## src/sv/tkrc_pkg.sv

```systemverilog
// tkrc_pkg: widths, micro-op codes, register indexes and shared types for the
// three-knot range correction block. No dependencies.
package tkrc_pkg;

	localparam int FRAC_BITS = 16;
	localparam int KM_SCALE  = 1000;

	localparam int KM_W     = 8;
	localparam int PAIR_W   = 32;
	localparam int CORR_W   = 16;
	localparam int RANGE_W  = 18;
	localparam int SECOND_W = 16;
	localparam int CFG_IDX_W = 3;

	localparam int RC_W = 16;
	localparam int SC_W = 16;
	localparam int CR_W = 20;
	localparam int CS_W = 17;

	// knot distance in metres, signed
	localparam int KMM_W = 18;
	localparam int D_W   = 20;
	localparam int MAG_W = D_W - 1;
	// quotient magnitude and signed fraction
	localparam int Q_W   = MAG_W + FRAC_BITS;
	localparam int T_W   = Q_W + 1;
	localparam int DIFF_W = CORR_W + 1;
	localparam int PROD_W = T_W + DIFF_W;
	localparam int P_W    = PROD_W + 1;
	localparam int STATE_W = 40;
	localparam int SUM_W  = (((RANGE_W + 1 + FRAC_BITS) > STATE_W) ?
		(RANGE_W + 1 + FRAC_BITS) : STATE_W) + 2;
	localparam int CNT_W  = $clog2(Q_W + 1);

	// register indexes
	localparam logic [CFG_IDX_W-1:0] REG_REF_KM_1    = 3'd0;
	localparam logic [CFG_IDX_W-1:0] REG_REF_KM_2    = 3'd1;
	localparam logic [CFG_IDX_W-1:0] REG_REF_KM_3    = 3'd2;
	localparam logic [CFG_IDX_W-1:0] REG_CORR_PAIR_1 = 3'd3;
	localparam logic [CFG_IDX_W-1:0] REG_CORR_PAIR_2 = 3'd4;
	localparam logic [CFG_IDX_W-1:0] REG_CORR_PAIR_3 = 3'd5;

	// micro-ops
	localparam int OP_W = 4;
	localparam logic [OP_W-1:0] OP_NOP  = 4'd0;
	localparam logic [OP_W-1:0] OP_LOAD = 4'd1;
	localparam logic [OP_W-1:0] OP_KNOT = 4'd2;
	localparam logic [OP_W-1:0] OP_SEL  = 4'd3;
	localparam logic [OP_W-1:0] OP_DIV  = 4'd4;
	localparam logic [OP_W-1:0] OP_FIX  = 4'd5;
	localparam logic [OP_W-1:0] OP_MULR = 4'd6;
	localparam logic [OP_W-1:0] OP_MULS = 4'd7;
	localparam logic [OP_W-1:0] OP_OUT  = 4'd8;

	// jump conditions
	localparam int J_W = 3;
	localparam logic [J_W-1:0] J_NEVER   = 3'd0;
	localparam logic [J_W-1:0] J_NOIN    = 3'd1;
	localparam logic [J_W-1:0] J_HELD    = 3'd2;
	localparam logic [J_W-1:0] J_DIVMORE = 3'd3;
	localparam logic [J_W-1:0] J_OBUSY   = 3'd4;

	localparam int STEP_W = 3;

	typedef struct packed {
		logic [OP_W-1:0]   op;
		logic [J_W-1:0]    jcond;
		logic [STEP_W-1:0] target;
	} uword_t;

	typedef struct packed {
		logic [OP_W-1:0] op;
		logic            take;
	} ctl_t;

	typedef struct packed {
		logic held;
		logic div_more;
		logic out_busy;
	} stat_t;

	localparam logic signed [SUM_W-1:0] FRAC_MASK = SUM_W'((64'd1 << FRAC_BITS) - 64'd1);

	// divide by 2^FRAC_BITS, truncating toward zero
	function automatic logic signed [SUM_W-1:0] trunc_frac(input logic signed [SUM_W-1:0] v);
		logic signed [SUM_W-1:0] adj;
		adj = v[SUM_W-1] ? (v + FRAC_MASK) : v;
		return adj >>> FRAC_BITS;
	endfunction

	function automatic logic signed [SUM_W-1:0] clip(input logic signed [SUM_W-1:0] v,
		input logic signed [SUM_W-1:0] lo, input logic signed [SUM_W-1:0] hi);
		logic signed [SUM_W-1:0] r;
		if (v < lo) begin
			r = lo;
		end else if (v > hi) begin
			r = hi;
		end else begin
			r = v;
		end
		return r;
	endfunction

endpackage

```

## src/sv/tkrc_seq.sv

```systemverilog
// tkrc_seq: step counter and micro-program table of the range correction.
// Depends on tkrc_pkg for the control word, op codes and jump conditions.
module tkrc_seq import tkrc_pkg::*; (
	input  logic  clk,
	input  logic  arst_n,
	input  logic  in_valid,
	input  stat_t stat,
	output ctl_t  ctl
);

	logic [STEP_W-1:0] step_q;
	uword_t            uw;
	logic              jmp;

	// the counter wraps from the output step back to the wait step
	function automatic uword_t ucode(input logic [STEP_W-1:0] s);
		uword_t w;
		unique case (s)
			3'd0: w = '{op: OP_LOAD, jcond: J_NOIN,    target: 3'd0};
			3'd1: w = '{op: OP_KNOT, jcond: J_NEVER,   target: 3'd0};
			3'd2: w = '{op: OP_SEL,  jcond: J_HELD,    target: 3'd7};
			3'd3: w = '{op: OP_DIV,  jcond: J_DIVMORE, target: 3'd3};
			3'd4: w = '{op: OP_FIX,  jcond: J_NEVER,   target: 3'd0};
			3'd5: w = '{op: OP_MULR, jcond: J_NEVER,   target: 3'd0};
			3'd6: w = '{op: OP_MULS, jcond: J_NEVER,   target: 3'd0};
			3'd7: w = '{op: OP_OUT,  jcond: J_OBUSY,   target: 3'd7};
		endcase
		return w;
	endfunction

	assign uw = ucode(step_q);

	always_comb begin
		unique case (uw.jcond)
			J_NOIN:    jmp = !in_valid;
			J_HELD:    jmp = stat.held;
			J_DIVMORE: jmp = stat.div_more;
			J_OBUSY:   jmp = stat.out_busy;
			default:   jmp = 1'b0;
		endcase
	end

	assign ctl.op   = uw.op;
	assign ctl.take = (uw.op == OP_LOAD) && in_valid;

	always_ff @(posedge clk or negedge arst_n) begin
		if (!arst_n) begin
			step_q <= '0;
		end else begin
			step_q <= jmp ? uw.target : step_q + 1'b1;
		end
	end

endmodule

```

## src/sv/tkrc_dp.sv

```systemverilog
// tkrc_dp: registers, knot distances, serial divider, shared multiplier and
// output register of the range correction. Depends on tkrc_pkg.
module tkrc_dp import tkrc_pkg::*; (
	input  logic                        clk,
	input  logic                        arst_n,
	input  ctl_t                        ctl,
	output stat_t                       stat,
	input  logic                        cfg_we,
	input  logic [CFG_IDX_W-1:0]        cfg_idx,
	input  logic [PAIR_W-1:0]           cfg_data,
	input  logic [RANGE_W-1:0]          measured_range,
	input  logic signed [SECOND_W-1:0]  measured_second,
	output logic                        out_valid,
	input  logic                        out_ready,
	output logic signed [RC_W-1:0]      range_corr,
	output logic signed [SC_W-1:0]      second_corr,
	output logic signed [CR_W-1:0]      corrected_range,
	output logic signed [CS_W-1:0]      corrected_second,
	output logic                        held
);

	localparam logic [KMM_W-1:0] KM_SCALE_V = KMM_W'(KM_SCALE);
	localparam logic signed [STATE_W-1:0] ST_MAX = {1'b0, {(STATE_W-1){1'b1}}};
	localparam logic signed [STATE_W-1:0] ST_MIN = {1'b1, {(STATE_W-1){1'b0}}};

	logic [KM_W-1:0]   ref_km_q [3];
	logic [PAIR_W-1:0] corr_q   [3];
	logic signed [STATE_W-1:0] last_r_q, last_s_q;
	logic out_valid_q;

	logic [RANGE_W-1:0]         rng_q;
	logic signed [SECOND_W-1:0] sec_q;
	logic signed [D_W-1:0]      d_q [3];
	logic                       seg_q;
	logic                       held_q;
	logic                       neg_q;
	logic [Q_W-1:0]             dvd_q;
	logic [MAG_W-1:0]           rem_q;
	logic [MAG_W-1:0]           den_q;
	logic [CNT_W-1:0]           cnt_q;
	logic signed [T_W-1:0]      t_q;

	// knot distances
	logic signed [D_W-1:0] d_c [3];
	always_comb begin
		for (int k = 0; k < 3; k++) begin
			d_c[k] = D_W'($signed({1'b0, KMM_W'(ref_km_q[k]) * KM_SCALE_V}))
				- D_W'($signed(corr_q[k][PAIR_W-1:CORR_W]));
		end
	end

	// segment pick
	logic signed [D_W-1:0] rng_ext, da, db, num, den, num_abs, den_abs;
	logic seg1_ok, seg2_ok;
	assign rng_ext = D_W'($signed({1'b0, rng_q}));
	assign seg1_ok = (rng_ext <= d_q[1]) && (d_q[1] != d_q[0]);
	assign seg2_ok = d_q[2] != d_q[1];
	assign da      = seg1_ok ? d_q[0] : d_q[1];
	assign db      = seg1_ok ? d_q[1] : d_q[2];
	assign num     = rng_ext - da;
	assign den     = db - da;
	assign num_abs = num[D_W-1] ? -num : num;
	assign den_abs = den[D_W-1] ? -den : den;

	// restoring divide step
	logic [MAG_W:0] shifted, sub;
	logic           ge;
	assign shifted = {rem_q, dvd_q[Q_W-1]};
	assign sub     = shifted - {1'b0, den_q};
	assign ge      = shifted >= {1'b0, den_q};

	// shared multiplier for both corrections
	logic [PAIR_W-1:0]       pa, pb;
	logic signed [CORR_W-1:0] ca, cb;
	logic signed [DIFF_W-1:0] cdiff;
	logic signed [PROD_W-1:0] prod;
	logic signed [P_W-1:0]    psum;
	logic signed [STATE_W-1:0] psat;
	assign pa = seg_q ? corr_q[1] : corr_q[0];
	assign pb = seg_q ? corr_q[2] : corr_q[1];
	assign ca = (ctl.op == OP_MULR) ? $signed(pa[PAIR_W-1:CORR_W]) : $signed(pa[CORR_W-1:0]);
	assign cb = (ctl.op == OP_MULR) ? $signed(pb[PAIR_W-1:CORR_W]) : $signed(pb[CORR_W-1:0]);
	assign cdiff = DIFF_W'(cb) - DIFF_W'(ca);
	assign prod  = t_q * cdiff;
	assign psum  = P_W'(prod) + (P_W'(ca) <<< FRAC_BITS);
	always_comb begin
		if (psum > P_W'(ST_MAX)) begin
			psat = ST_MAX;
		end else if (psum < P_W'(ST_MIN)) begin
			psat = ST_MIN;
		end else begin
			psat = psum[STATE_W-1:0];
		end
	end

	// output values
	logic signed [SUM_W-1:0] rc_i, sc_i, cr_i, cs_i;
	assign rc_i = clip(trunc_frac(SUM_W'(last_r_q)), SUM_W'(-32768), SUM_W'(32767));
	assign sc_i = clip(trunc_frac(SUM_W'(last_s_q)), SUM_W'(-32768), SUM_W'(32767));
	assign cr_i = clip(trunc_frac((SUM_W'($signed({1'b0, rng_q})) <<< FRAC_BITS)
		+ SUM_W'(last_r_q)), SUM_W'(-524288), SUM_W'(524287));
	assign cs_i = clip(trunc_frac((SUM_W'(sec_q) <<< FRAC_BITS) + SUM_W'(last_s_q)),
		SUM_W'(-65536), SUM_W'(65535));

	logic out_busy, out_load;
	assign out_busy = out_valid_q && !out_ready;
	assign out_load = (ctl.op == OP_OUT) && !out_busy;

	assign stat.held     = !seg1_ok && !seg2_ok;
	assign stat.div_more = cnt_q != CNT_W'(1);
	assign stat.out_busy = out_busy;
	assign out_valid     = out_valid_q;

	// control state and stored corrections
	always_ff @(posedge clk or negedge arst_n) begin
		if (!arst_n) begin
			for (int k = 0; k < 3; k++) begin
				ref_km_q[k] <= '0;
				corr_q[k]   <= '0;
			end
			last_r_q    <= '0;
			last_s_q    <= '0;
			out_valid_q <= 1'b0;
			cnt_q       <= '0;
		end else begin
			if (cfg_we) begin
				unique case (cfg_idx)
					REG_REF_KM_1:    ref_km_q[0] <= cfg_data[KM_W-1:0];
					REG_REF_KM_2:    ref_km_q[1] <= cfg_data[KM_W-1:0];
					REG_REF_KM_3:    ref_km_q[2] <= cfg_data[KM_W-1:0];
					REG_CORR_PAIR_1: corr_q[0]   <= cfg_data;
					REG_CORR_PAIR_2: corr_q[1]   <= cfg_data;
					REG_CORR_PAIR_3: corr_q[2]   <= cfg_data;
					default: ;
				endcase
			end
			if (ctl.op == OP_MULR) begin
				last_r_q <= psat;
			end
			if (ctl.op == OP_MULS) begin
				last_s_q <= psat;
			end
			if (ctl.op == OP_SEL) begin
				cnt_q <= CNT_W'(Q_W);
			end else if (ctl.op == OP_DIV) begin
				cnt_q <= cnt_q - 1'b1;
			end
			if (out_load) begin
				out_valid_q <= 1'b1;
			end else if (out_ready) begin
				out_valid_q <= 1'b0;
			end
		end
	end

	// payload
	always_ff @(posedge clk) begin
		if (ctl.take) begin
			rng_q <= measured_range;
			sec_q <= measured_second;
		end
		if (ctl.op == OP_KNOT) begin
			for (int k = 0; k < 3; k++) begin
				d_q[k] <= d_c[k];
			end
		end
		if (ctl.op == OP_SEL) begin
			seg_q  <= !seg1_ok;
			held_q <= !seg1_ok && !seg2_ok;
			neg_q  <= num[D_W-1] ^ den[D_W-1];
			dvd_q  <= Q_W'(num_abs[MAG_W-1:0]) << FRAC_BITS;
			den_q  <= den_abs[MAG_W-1:0];
			rem_q  <= '0;
		end
		if (ctl.op == OP_DIV) begin
			rem_q <= ge ? sub[MAG_W-1:0] : shifted[MAG_W-1:0];
			dvd_q <= {dvd_q[Q_W-2:0], ge};
		end
		if (ctl.op == OP_FIX) begin
			t_q <= neg_q ? -$signed({1'b0, dvd_q}) : $signed({1'b0, dvd_q});
		end
		if (out_load) begin
			range_corr       <= rc_i[RC_W-1:0];
			second_corr      <= sc_i[SC_W-1:0];
			corrected_range  <= cr_i[CR_W-1:0];
			corrected_second <= cs_i[CS_W-1:0];
			held             <= held_q;
		end
	end

endmodule

```

## src/sv/three_knot_range_correction.sv

```systemverilog
// three_knot_range_correction: top level, microcoded sequencer and datapath.
// Steps per word: wait/load, knot, select, one divide step per quotient bit
// (35 steps), fix, two multiplies and output; a held word skips from select to output.
// A new word is taken only at the wait step, after the last word's output step.
// Reset: arst_n clears the step counter, divide counter, stored corrections, last corrections and the output valid.
// Depends on tkrc_pkg, tkrc_seq, tkrc_dp.
module three_knot_range_correction import tkrc_pkg::*; (
	input  logic                        clk,
	input  logic                        arst_n,
	input  logic                        cfg_we,
	input  logic [CFG_IDX_W-1:0]        cfg_idx,
	input  logic [PAIR_W-1:0]           cfg_data,
	input  logic                        in_valid,
	output logic                        in_ready,
	input  logic [RANGE_W-1:0]          measured_range,
	input  logic signed [SECOND_W-1:0]  measured_second,
	output logic                        out_valid,
	input  logic                        out_ready,
	output logic signed [RC_W-1:0]      range_corr,
	output logic signed [SC_W-1:0]      second_corr,
	output logic signed [CR_W-1:0]      corrected_range,
	output logic signed [CS_W-1:0]      corrected_second,
	output logic                        held
);

	ctl_t  ctl;
	stat_t stat;

	tkrc_seq u_seq (
		.clk      (clk),
		.arst_n   (arst_n),
		.in_valid (in_valid),
		.stat     (stat),
		.ctl      (ctl)
	);

	tkrc_dp u_dp (
		.clk              (clk),
		.arst_n           (arst_n),
		.ctl              (ctl),
		.stat             (stat),
		.cfg_we           (cfg_we),
		.cfg_idx          (cfg_idx),
		.cfg_data         (cfg_data),
		.measured_range   (measured_range),
		.measured_second  (measured_second),
		.out_valid        (out_valid),
		.out_ready        (out_ready),
		.range_corr       (range_corr),
		.second_corr      (second_corr),
		.corrected_range  (corrected_range),
		.corrected_second (corrected_second),
		.held             (held)
	);

	assign in_ready = ctl.op == OP_LOAD;

	// an accepted word moves the sequencer off the wait step
	a_take_leaves: assert property (@(posedge clk) disable iff (!arst_n)
		in_valid && in_ready |=> !in_ready)
		else $error("input still taken after accept");

	// held decision skips straight to the output step
	a_held_skip: assert property (@(posedge clk) disable iff (!arst_n)
		(ctl.op == OP_SEL) && stat.held |=> ctl.op == OP_OUT)
		else $error("held word did not go to output");

	// a loaded result is offered in the next cycle
	a_out_load: assert property (@(posedge clk) disable iff (!arst_n)
		(ctl.op == OP_OUT) && !stat.out_busy |=> out_valid)
		else $error("result not offered after load");

endmodule

```

## config.mk

```make
export PLATFORM = sky130hd
export DESIGN_NAME = three_knot_range_correction
export DESIGN_NICKNAME = d
export VERILOG_FILES = /design/src/sv/tkrc_pkg.sv /design/src/sv/tkrc_seq.sv /design/src/sv/tkrc_dp.sv /design/src/sv/three_knot_range_correction.sv
export SDC_FILE = /design/constraint.sdc
export NUM_CORES = 2
export LEC_CHECK = 0
export ABC_AREA = 1
export BUFFER_PORTS_ARGS = -buffer_cell sky130_fd_sc_hd__buf_2
export CAP_MARGIN = 25
export CELL_PAD_IN_SITES_DETAIL_PLACEMENT = 0
export CELL_PAD_IN_SITES_GLOBAL_PLACEMENT = 1
export CORE_AREA = 5 5 344 346
export DETAILED_ROUTE_END_ITERATION = 10
export DIE_AREA = 0 0 349 351
export PLACE_DENSITY_LB_ADDON = 0.1
export SLEW_MARGIN = 20
export SYNTH_ARGS = -nofsm -noshare
export SYNTH_HDL_FRONTEND = slang
export SYNTH_SLANG_ARGS = --single-unit
```

## constraint.sdc

```tcl
create_clock -name clk -period 16.69 [get_ports clk]
set_input_delay 2.5035 -clock clk [delete_from_list [all_inputs] [get_ports clk]]
set_output_delay 2.5035 -clock clk [all_outputs]
set_load 0.01 [all_outputs]
```

==> impl_summary.txt <==
----------------------------------------------------
[Outcome]
  Result of the run ... finished, final reports clean

[Setup path]
  Start-to-end type of the worst setup path ... reg -> reg
  Arrival @ worst endpoint ... 14470 ps
  End of the worst register-to-register path ... u_dp.last_r_q[23]
  Launching point of the worst reg2reg path ... u_seq.step_q[0]
  Required time of the critical path ... 17240 ps
  Setup slack of the worst register-to-register path ... around 2800 ps
  Critical Path Source Type ... register
  Highest net fanout along the worst path ... 78
  Cell type with the highest occurrence count on the critical path ... nand2_1
  Endpoint class of the critical path ... register
  Largest incremental delay on the critical path ... 940 ps
  Number of cells on the worst reg-to-reg path ... 50
  Slowest cell on crit path ... o21ai_0

[Global routing]
  Total congestion overflow after global routing ... 0
  Initial antenna violation count ... 5
  Wire length of the first global-routing pass ... between 300000 and 400000 um
  Maximum number of pins on one net before global-route repair ... 95
  Number of global-route vias before repair ... 51713
  All-Layer GR Usage ... 0.3186

[Synth]
  Number of warnings reported in the yosys synthesis log ... 0
  Number of synthesized register bits ... roughly 490
  Syn Std Cell Area ... 60260 um^2
  Most repeated cell in the gate-level netlist after synthesis ... nand2_1
  Xor and xnor area share after synthesis ... 0.04503
  Mapped Cells ... 7797
  Share of the synthesized area in the top cell type ... 0.2252
  Async set or reset register ratio after synthesis ... 0.4321
  Syn Nets ... around 9000
  Basic-gate share of the synthesized area counting and, or, nand and nor cells ... 0.2294
  Proportion of synthesized area in mux cells ... 0.0003322
  Synth area leader ... fa_1
  Synth Area in Compound Gates ... 0.07699
  Register area share after synthesis ... 0.2247
  Adder-cell share of the synthesized area ... 0.3170
  Syn_area_per_cell ... 7.729 um^2
  Number of distinct library cell variants in the gate-level netlist after synthesis ... 64
  Main combinational cell family by area after synthesis ... adder cells
  Commonest cells post-synth ... nand2_1, inv_1, fa_1, nor2_1, ha_1
  Number of enable flip-flop cells after synthesis ... 276
  Synth area leaders ... fa_1, edfxtp_1, nand2_1
  Most common flop cell mapped by yosys ... edfxtp_1

[Cells and area]
  Cell Count, Final, Fillers Out ... 9445
  Fin nets ... 9062
  Filler cell count in the final layout ... 11219
  Synth-to-Final Area Change ... 7.288%
  Fraction of layout cells with a size suffix above 1 ... 0.05721

[Clock network]
  Buffers from clock root to sink, at most ... 3
  Post-cts hold buffer count ... 0
  CTS Buf Count ... 59
  Clock network latency to the later pin of the worst-skew pair ... 680 ps
  Setup fix buffers added after clock tree synthesis ... 0
  Clock tree from TritonCTS ... built
  Total of cells resized after clock tree synthesis ... 0
  Clock Sink Count ... 486
  Clock transition at the registers of the reported paths ... 70 ps
  Library cell used as clock root buffer ... clkbuf_16
  CTS H-tree lvls ... 2

[Floorplan]
  Placeable core region ... 115100 um^2
  Die Height ... 351 um
  Die ar. ... 122500 um^2
  Std-Cell Rows ... 125
  Starting density of the core ... 0.5235
  # IOs ... 146
  Die X-Extent ... 349 um

[Route]
  Drt wl/cell ... between 20 and 25 um
  Wire length the detailed router placed on met1 ... 79140 um
  Vias post-DR ... around 50000
  Average via count per standard cell ... 5.434
  Antenna viol nets, final ... 0
  DR pass1 iterations ... 6
  Top routing layer used ... met5
  Drt total wl ... 194900 um
  Starting DRC count in detailed routing ... 3804
  Detailed route wirelength on metal2 ... around 93000 um
  Amount of wire on met3 after detailed routing ... 12060 um
  Number of DRC violations after detailed routing ... 0

[STA]
  Clock period minus final worst setup slack ... 13920 ps
  Worst slew pin tran ... 1049 ps
  Final Hold Fails ... 0
  Highest attainable clock frequency ... 71.84 MHz
  Final setup TNS ... 0 ps
  Final Cycle Share ... 0.8340
  Final setup viols ... 0
  Largest clock skew in the final design ... 49.71 ps
  Unrepaired setup endpoints after global routing ... false
  Max-slew violation count ... 0
  Worst max-slew margin expressed relative to the limit ... 0.2934

[Placement]
  Final weighted congestion in routability-driven placement ... 0.9847
  Cell Count Post-Placement ... 9330
  Port Buffers ... 145
  DP Wirelength ... 159300 um

[Job]
  Max cap viols ... 0

[Hold path]
  Hold Crit Class ... reg -> reg
  Min-Delay Path Depth ... 0
  Origin of the worst min-delay path ... u_dp.held_q
  Worst-case hold path end point ... u_dp.held

----------------------------------------------------
-- area by class of cell --
class                      instances  area [um^2]  area share
antenna                            3        7.507   0.0001161
clock buffer                      72         1567     0.02423
clock inverter                    39        447.9    0.006928
inverter                        1485         5575     0.08623
multi-input combinational       5628        40360      0.6243
sequential                       486        13540      0.2095
tap                             1524         1907     0.02949
timing repair buffer             208         1245     0.01926
-- state kept, by name, summed over array words and instances, names as in the netlist --
| name | count |
|---|---|
| u_dp.out_valid | 1 |
| u_dp.rem_q | 19 |
| u_dp.seg_q | 1 |
| u_dp.sec_q | 16 |
| u_dp.held | 1 |
| u_dp.cnt_q | 6 |
| u_dp.range_corr | 16 |
| u_dp.dvd_q | 35 |
| u_dp.corrected_second | 17 |
| u_dp.den_q | 19 |
| u_dp.second_corr | 16 |
| u_dp.neg_q | 1 |
| u_dp.rng_q | 18 |
| u_dp.last_r_q | 40 |
| u_dp.d_q | 60 |
| u_seq.step_q | 3 |
| u_dp.corr_q | 96 |
| u_dp.ref_km_q | 24 |
| u_dp.last_s_q | 40 |
| u_dp.corrected_range | 20 |
| u_dp.t_q | 36 |
| u_dp.held_q | 1 |
-- cell families (layout without fill, tap and decap cells) --
group / count (synthesis) / in the layout
multiplexers: 2 / 2
flip-flops: 486 / 486
XOR/XNOR: 309 / 309
AND/OR/NAND/NOR: 3338 / 3338
AO/OA/AOI/OAI: 859 / 859
buffers and inverters: 1683 / 1804
adder cells (fa/ha/maj): 1120 / 1120
other: 0 / 3
-- worst max-delay path by stage --
stage / from / endpoint / slack (ps) / cells past startpoint
floorplan: u_seq.step_q[0] / u_dp.last_r_q[29] / 6340 / 57
global placement: u_seq.step_q[0] / u_dp.last_r_q[33] / 2830 / 50
detailed placement: u_seq.step_q[0] / u_dp.last_r_q[8] / 2790 / 50
CTS: u_seq.step_q[0] / u_dp.last_r_q[23] / 2720 / 50
global route: u_seq.step_q[0] / u_dp.last_s_q[23] / 2000 / 50
finish: u_seq.step_q[0] / u_dp.last_r_q[23] / 2770 / 50
-- layer usage --
metal,global-route usage,vias to the layer above
met5,0,-
met4,0.1476,4
met3,0.04999,412
met2,0.5370,1634
met1,0.4055,24882
li1,-,24394
-- metrics by stage --
| step | hold slack, ps | instance area [um^2] | setup WS, ps | util |
|---|---|---|---|---|
| floorplan | 400.3 | 60260 | 6336 | - |
| global placement | 401.0 | 62530 | 2828 | 0.5433 |
| detailed placement | 405.7 | 62610 | 2788 | 0.5439 |
| CTS | 420.2 | 64620 | 2718 | 0.5614 |
| global route | 422.9 | 64650 | 1996 | 0.5616 |
| finish | 423.6 | 64650 | 2770 | 0.5617 |
-- critical path: cells and delay by family, from the launching register on --
kind            cells  cell delay (ps)
compound gates      4             1580
fa+ha+maj          10             4830
buf+inv             7             1490
flops               1              530
simple gates       29             5270
-- placed cells by master (no fill, tap or decap), drive strengths merged, types with 3 or more instances in the layout --
master	synthesis	final
nand3	314	314
or2	34	34
nand2	2077	2077
nor2	664	664
bufinv	0	7
o211ai	12	12
o21a	10	10
a31oi	8	8
diode	0	3
nor4	27	27
nor3	79	79
buf	39	207
clkinv	6	29
a21boi	10	10
xnor2	108	108
o22ai	8	8
fa	678	678
a31o	3	3
and2	5	5
edfxtp	276	276
a211oi	4	4
xor2	201	201
clkbuf	159	73
inv	1479	1483
o31ai	8	8
nand3b	18	18
o221ai	3	3
a21o	17	17
a21oi	329	329
ha	442	442
dfrtp	210	210
nor3b	4	4
nand4	112	112
clkinvlp	0	5
o21bai	18	18
o21ai	423	423
Power is not shown: default switching activity piles up to over one toggle a cycle in this logic, so the estimate is an artifact.
